[config.mk]
export PLATFORM = sky130hd
export DESIGN_NAME = rsbb_reduce
export DESIGN_NICKNAME = d
export VERILOG_FILES = /design/src/rtl/rsbb_pkg.sv /design/src/rtl/rsbb_reduce.sv
export SDC_FILE = /design/constraint.sdc
export NUM_CORES = 1
export LEC_CHECK = 0
export ABC_AREA = 0
export BUFFER_PORTS_ARGS = -buffer_cell sky130_fd_sc_hd__buf_2
export CORE_MARGIN = 2
export CORE_UTILIZATION = 35
export DETAILED_ROUTE_END_ITERATION = 8
export PLACE_DENSITY = 0.64
export SLEW_MARGIN = 20
export SYNTH_ARGS = -nofsm -noshare
export SYNTH_HDL_FRONTEND = slang
export SYNTH_SLANG_ARGS = --single-unit
[constraint.sdc]
create_clock -name clk -period 20.5 [get_ports clk]
set_input_delay 6.15 -clock clk [delete_from_list [all_inputs] [get_ports clk]]
set_output_delay 6.15 -clock clk [all_outputs]
set_load 0.01 [all_outputs]
[src/rtl/rsbb_pkg.sv]
package rsbb_pkg;

	localparam int unsigned TRIG_TABLE_BITS_DEF = 10;

	// Field widths
	localparam int unsigned POS_W      = 24;
	localparam int unsigned SCALE_W    = 13;
	localparam int unsigned ANGLE_W    = 16;
	localparam int unsigned DIM_W      = 12;
	localparam int unsigned ORIGIN_W   = 9;
	localparam int unsigned BOX_W      = 16;

	// Configuration port
	localparam int unsigned CFG_INDEX_W = 4;
	localparam int unsigned CFG_DATA_W  = 12;
	localparam logic [CFG_INDEX_W-1:0] CFG_FRAME_WIDTH  = 4'd0;
	localparam logic [CFG_INDEX_W-1:0] CFG_FRAME_HEIGHT = 4'd1;
	localparam logic [CFG_INDEX_W-1:0] CFG_ORIGIN_X     = 4'd2;
	localparam logic [CFG_INDEX_W-1:0] CFG_ORIGIN_Y     = 4'd3;

	// Sine/cosine: magnitude 0..16384 (Q1.14), signed value one bit wider
	localparam int unsigned TRIG_MAG_W = 15;
	localparam int unsigned TRIG_W     = 16;

	// Corner sums are Q30 pixels
	localparam int unsigned SUM_W     = 54;
	localparam int unsigned FRAC_BITS = 30;

	// One full turn in Q9.6 degrees
	localparam int unsigned TURN_Q6 = 23040;

	typedef struct packed {
		logic s1;
		logic s2;
		logic s3;
		logic s4;
		logic s5;
		logic s6;
		logic s7;
	} stage_en_t;

	localparam longint unsigned ONE_Q30 = 64'd1 << 30;
	localparam longint unsigned PI_Q40  = 64'hC90FDAA22168C234 >> 22;
	localparam longint unsigned SIN_DEN [8] = '{272, 210, 156, 110, 72, 42, 20, 6};
	localparam longint unsigned COS_DEN [8] = '{240, 182, 132, 90, 56, 30, 12, 2};

	// First-quadrant sine or cosine of step r out of 2^bits per turn, Q1.14 magnitude.
	// Taylor series in Q30, evaluated Horner style from the highest term.
	function automatic logic [TRIG_MAG_W-1:0] trig_mag(input longint unsigned r,
			input int unsigned bits, input bit cosine);
		longint unsigned x;
		longint unsigned x2;
		longint unsigned ts;
		longint unsigned tc;
		longint unsigned v;
		longint unsigned res;
		x = (r * PI_Q40 + (64'd1 << (bits + 8))) >> (bits + 9);
		x2 = (x * x) >> 30;
		ts = ONE_Q30;
		tc = ONE_Q30;
		for (int i = 0; i < 8; i++) begin
			v = ((x2 * ts) >> 30) / SIN_DEN[i];
			ts = (v >= ONE_Q30) ? 64'd0 : ONE_Q30 - v;
			v = ((x2 * tc) >> 30) / COS_DEN[i];
			tc = (v >= ONE_Q30) ? 64'd0 : ONE_Q30 - v;
		end
		if (cosine)
			res = (tc + (64'd1 << 15)) >> 16;
		else
			res = (((x * ts) >> 30) + (64'd1 << 15)) >> 16;
		return res[TRIG_MAG_W-1:0];
	endfunction

endpackage

[src/rtl/rsbb_reduce.sv]
module rsbb_reduce (
	input  logic                               clk,
	input  rsbb_pkg::stage_en_t                en,
	input  logic signed [rsbb_pkg::SUM_W-1:0]  rx [4],
	input  logic signed [rsbb_pkg::SUM_W-1:0]  ry [4],
	output logic signed [rsbb_pkg::BOX_W-1:0]  box_left,
	output logic signed [rsbb_pkg::BOX_W-1:0]  box_top,
	output logic signed [rsbb_pkg::BOX_W-1:0]  box_right,
	output logic signed [rsbb_pkg::BOX_W-1:0]  box_bottom
);
	import rsbb_pkg::*;

	localparam int unsigned WHOLE_W = SUM_W - FRAC_BITS;
	localparam longint unsigned TRUNC_BIAS = (64'd1 << FRAC_BITS) - 64'd1;
	localparam int BOX_MAX = 32767;
	localparam int BOX_MIN = -32768;

	// Drop the fraction toward zero, then clamp to the box range
	function automatic logic signed [BOX_W-1:0] trunc_sat(input logic signed [SUM_W-1:0] v);
		logic signed [SUM_W-1:0]   adj;
		logic signed [WHOLE_W-1:0] whole;
		adj = v + (v[SUM_W-1] ? SUM_W'(TRUNC_BIAS) : SUM_W'(0));
		whole = adj[SUM_W-1:FRAC_BITS];
		if (whole > WHOLE_W'(BOX_MAX))
			return BOX_W'(BOX_MAX);
		else if (whole < WHOLE_W'(BOX_MIN))
			return BOX_W'(BOX_MIN);
		else
			return whole[BOX_W-1:0];
	endfunction

	logic signed [BOX_W-1:0] x_int_s6 [4];
	logic signed [BOX_W-1:0] y_int_s6 [4];
	logic signed [BOX_W-1:0] x_min;
	logic signed [BOX_W-1:0] x_max;
	logic signed [BOX_W-1:0] y_min;
	logic signed [BOX_W-1:0] y_max;

	always_ff @(posedge clk) begin
		if (en.s6) begin
			for (int i = 0; i < 4; i++) begin
				x_int_s6[i] <= trunc_sat(rx[i]);
				y_int_s6[i] <= trunc_sat(ry[i]);
			end
		end
	end

	always_comb begin
		x_min = x_int_s6[0];
		x_max = x_int_s6[0];
		y_min = y_int_s6[0];
		y_max = y_int_s6[0];
		for (int i = 1; i < 4; i++) begin
			if (x_int_s6[i] < x_min) x_min = x_int_s6[i];
			if (x_int_s6[i] > x_max) x_max = x_int_s6[i];
			if (y_int_s6[i] < y_min) y_min = y_int_s6[i];
			if (y_int_s6[i] > y_max) y_max = y_int_s6[i];
		end
	end

	always_ff @(posedge clk) begin
		if (en.s7) begin
			box_left   <= x_min;
			box_right  <= x_max;
			box_top    <= y_max;
			box_bottom <= y_min;
		end
	end

endmodule

==> impl_metrics.toml <==
[outcome]
status = "finished clean"

[logic_synthesis]
synth-xor-area-share_pct = 4.30
synthAdderAreaFrac_pct = 20.9
synthTopCellsByArea = "edfxtp_1 25%, ha_1 21%, a21o_1 4.8%"
netlist.area_leader.share_pct = 25.0
synth_seq_cells = 192
synth_top_family_by_area = "compound AO/OA/AOI/OAI gates"
yosysWarnings = 0
yosysSeqAreaShare_pct = 25.0
syn_inst = 2594
netlist_area_um2 = 23000
synth_edf_count = 192
synth.avg_cell_area_um2 = 8.88
synth-simple-area-share_pct = 16.5
yosysTopAreaCell = "edfxtp_1"
yosys-mux-area-fraction_pct = 5.55
async_flop_share_pct = 0
synth_cell_types = 95
synth_nets = 3418
synth_compound_area_share_pct = 24.1
synthFlopType = "edfxtp_1"

[floorplanning]
die_w_um = 260
core_area_um2 = 65400
die_h_um = 260
start_util_pct = 35.2
rows = 94
io_pins = 504
dieArea_um2 = 67800

[worst_hold_path]
whs_path_depth = 2
hp-class = "flip-flop to flip-flop"
hold_path_end = "box_left[11]$_DFFE_PP_"
worstHoldStart = "x_int_s6[3][11]$_SDFFCE_PN1P_"

[global_routing]
globalRouteOverflowTotal = 0
antenna_found_initial = 23
first_global_vias = 20200
grt_max_degree = 75
grt_usage_pct = 20.7
grt_pass1_wl_mm = 110

[power]
pwr-share-seq_pct = 30.3
p_clk_share_pct = 18.2
comb_power_share_pct = 51.4
p_leak_nw = 12.6
p_int_w = 0.00112
switching_power_w = 0.000795
peakVddDrop_v = 0.0000607
powerDensity_nw_per_um2 = 70.5
swShare_pct = 41.5

[timing]
finalMaxSlewViolations = 0
fin_skew_ns = 0.0130
fmax_mhz = 99.6
hold_violations = 0
fin_hold_ws_ns = 0.720
maxSlewHeadroom_pct = 20.9
setup_slack_ns = 10.46
min_period_ns = 10.04
rsz0062_at_grt = "false"
tightest_slew_ns = 1.18
setup_viol = 0
tns_ns = 0
fin_crit_sh_pct = 49.0

[job]
drv_cap = 0

[detailed_routing]
wl_mm = 72.7
num_vias = 21900
viasPerCell = 5.51
antenna_left = 0
wl_per_cell_um = 18.3
drtIter0Drc = 1545
firstDrtPassIters = 7
drcViolationCount = 0

[critical_path]
crit_family = "compound AO/OA/AOI/OAI gates"
end_kind = "flip-flop"
path_class = "primary input to flip-flop"
ff2ff_path_depth = 30
cpPeakStageDelay_ns = 0.77
arrival_ns = 10.21
crit_buf_inv = 1
crit_path_start_kind = "primary input"
rrSetupSlack_ns = 11.51
crit_chain = "buf_2, ha_1, a31o_2, a21o_1, a221oi_1, nor4_1, o32ai_2, a21oi_1, a41o_1, a2bb2oi_1, o31ai_2, o21ai_0"
r2r_end = "box_right[7]$_DFFE_PP_"
rr_startpoint = "x_int_s6[1][15]$_SDFFCE_PN0P_"
setup.worst_path.start = "ry[161]"
required_ns = 20.68
crit_slowest_cell = "o31ai_2"
cp_max_fo = 31

[placed_design]
dp_slack_ns = 9.98
place.gp.congestion = 0.935
dp_hpwl_mm = 61.3
port_buffers = 498

[clocking]
insertion_delay_ns = 0.48
post-cts-setup-buffer-count = 0
clk_pin_slew_ns = 0.08
cts_root_buf = "clkbuf_16"
cts_buffers = 17
tritoncts = "done"
holdBufCountCts = 0
cts_resized = 0
cts.sinks = 192
htreeDepth = 4
clockBufferDepth = 2

[final_layout]
drive_above_1_share_pct = 20.4
final_common_cell = "buf_2"
synthToLayoutAreaGrowth_pct = 17.9
layout_common_cells = "497 x buf_2, 384 x ha_1, 192 x a21oi_1, 192 x edfxtp_1, 188 x o21ai_0"
final_nets = 3898
layout make-up:
cell class / count / area [um^2]
fill: 6707 / 38200
multi-input combinational: 2193 / 16400
sequential: 192 / 5770
timing repair buffer: 517 / 2640
tap: 864 / 1080
inverter: 153 / 574
clock buffer: 17 / 425
clock inverter: 15 / 191
antenna: 15 / 37.5
sequential cells by signal (all words and copies together), names as in the netlist:
| signal | cells |
|---|---|
| box_bottom | 16 |
| box_left | 16 |
| box_right | 16 |
| box_top | 16 |
| x_int_s6 | 64 |
| y_int_s6 | 64 |
kinds of logic (layout without fill, tap and decap cells):
family	after synthesis	count (layout)
DFF	192	192
other	0	15
adders and majority gates	385	385
and+or+nand+nor	745	745
xor gates and xnor gates	113	113
AOI/OAI and AO/OA	828	828
buffers and inverters	209	702
muxes	122	122
tightest hold or removal path: stages (launching register included):
cell	delay [ns]
edfxtp_1	0.40
inv_1	0.07
mux2i_1	0.13
cell usage after synthesis (20+ instances only):
master and count:
ha_1 384, a21oi_1 192, edfxtp_1 192, o21ai_0 189, nor2_1 176, nand2_1 159, inv_1 153, a21o_1 147
nand3_1 100, mux2i_1 86, nand4_1 76, xnor2_1 57, xor2_1 56, and3_1 47, nor3_1 46, clkbuf_1 38
o21a_1 32, mux2_2 31, nor2b_1 27, o31ai_1 26, a221oi_1 22, and2_1 20, o211a_1 20
worst max path at each step:
stage	to	slack (ns)	cells after the start
after floorplan	x_int_s6[2][10]$_SDFFCE_PN1P_	11.42	13
after global placement	y_int_s6[1][2]$_SDFFCE_PN1P_	10.10	12
after detailed placement	y_int_s6[3][14]$_SDFFCE_PN1P_	9.98	12
after CTS	y_int_s6[3][14]$_SDFFCE_PN1P_	10.50	12
after global routing	y_int_s6[1][8]$_SDFFCE_PN1P_	10.10	12
final	y_int_s6[1][8]$_SDFFCE_PN1P_	10.46	12
layer usage:
layer,vias to the layer above,global-route usage [%],wire [um]
li1,11000,-,-
met1,10200,29.7,35300
met2,534,31.6,31500
met3,92,3.95,4380
met4,14,5.57,1440
met5,-,0,75
power by group through the flow:
stage / combinational (W) / clock [W] / sequential, W
floorplan: 0.000637 / 0 / 0.000592
global placement: 0.000964 / 0 / 0.000588
detailed placement: 0.000974 / 0 / 0.000588
CTS: 0.000980 / 0.000357 / 0.000580
global route: 0.00109 / 0.000371 / 0.000587
finish: 0.000984 / 0.000349 / 0.000581
metrics by stage:
stage | utilization, % | cell area, um^2 | total power [W] | cells
CTS | 41.4 | 27100 | 0.00192 | 3950
floorplan | - | 23000 | 0.00123 | 2594
global route | 41.5 | 27100 | 0.00205 | 3959
detailed placement | 40.5 | 26500 | 0.00156 | 3918
finish | 41.5 | 27100 | 0.00191 | 3966
global placement | 40.5 | 26500 | 0.00155 | 3918
(Power assumes the default switching activity.)
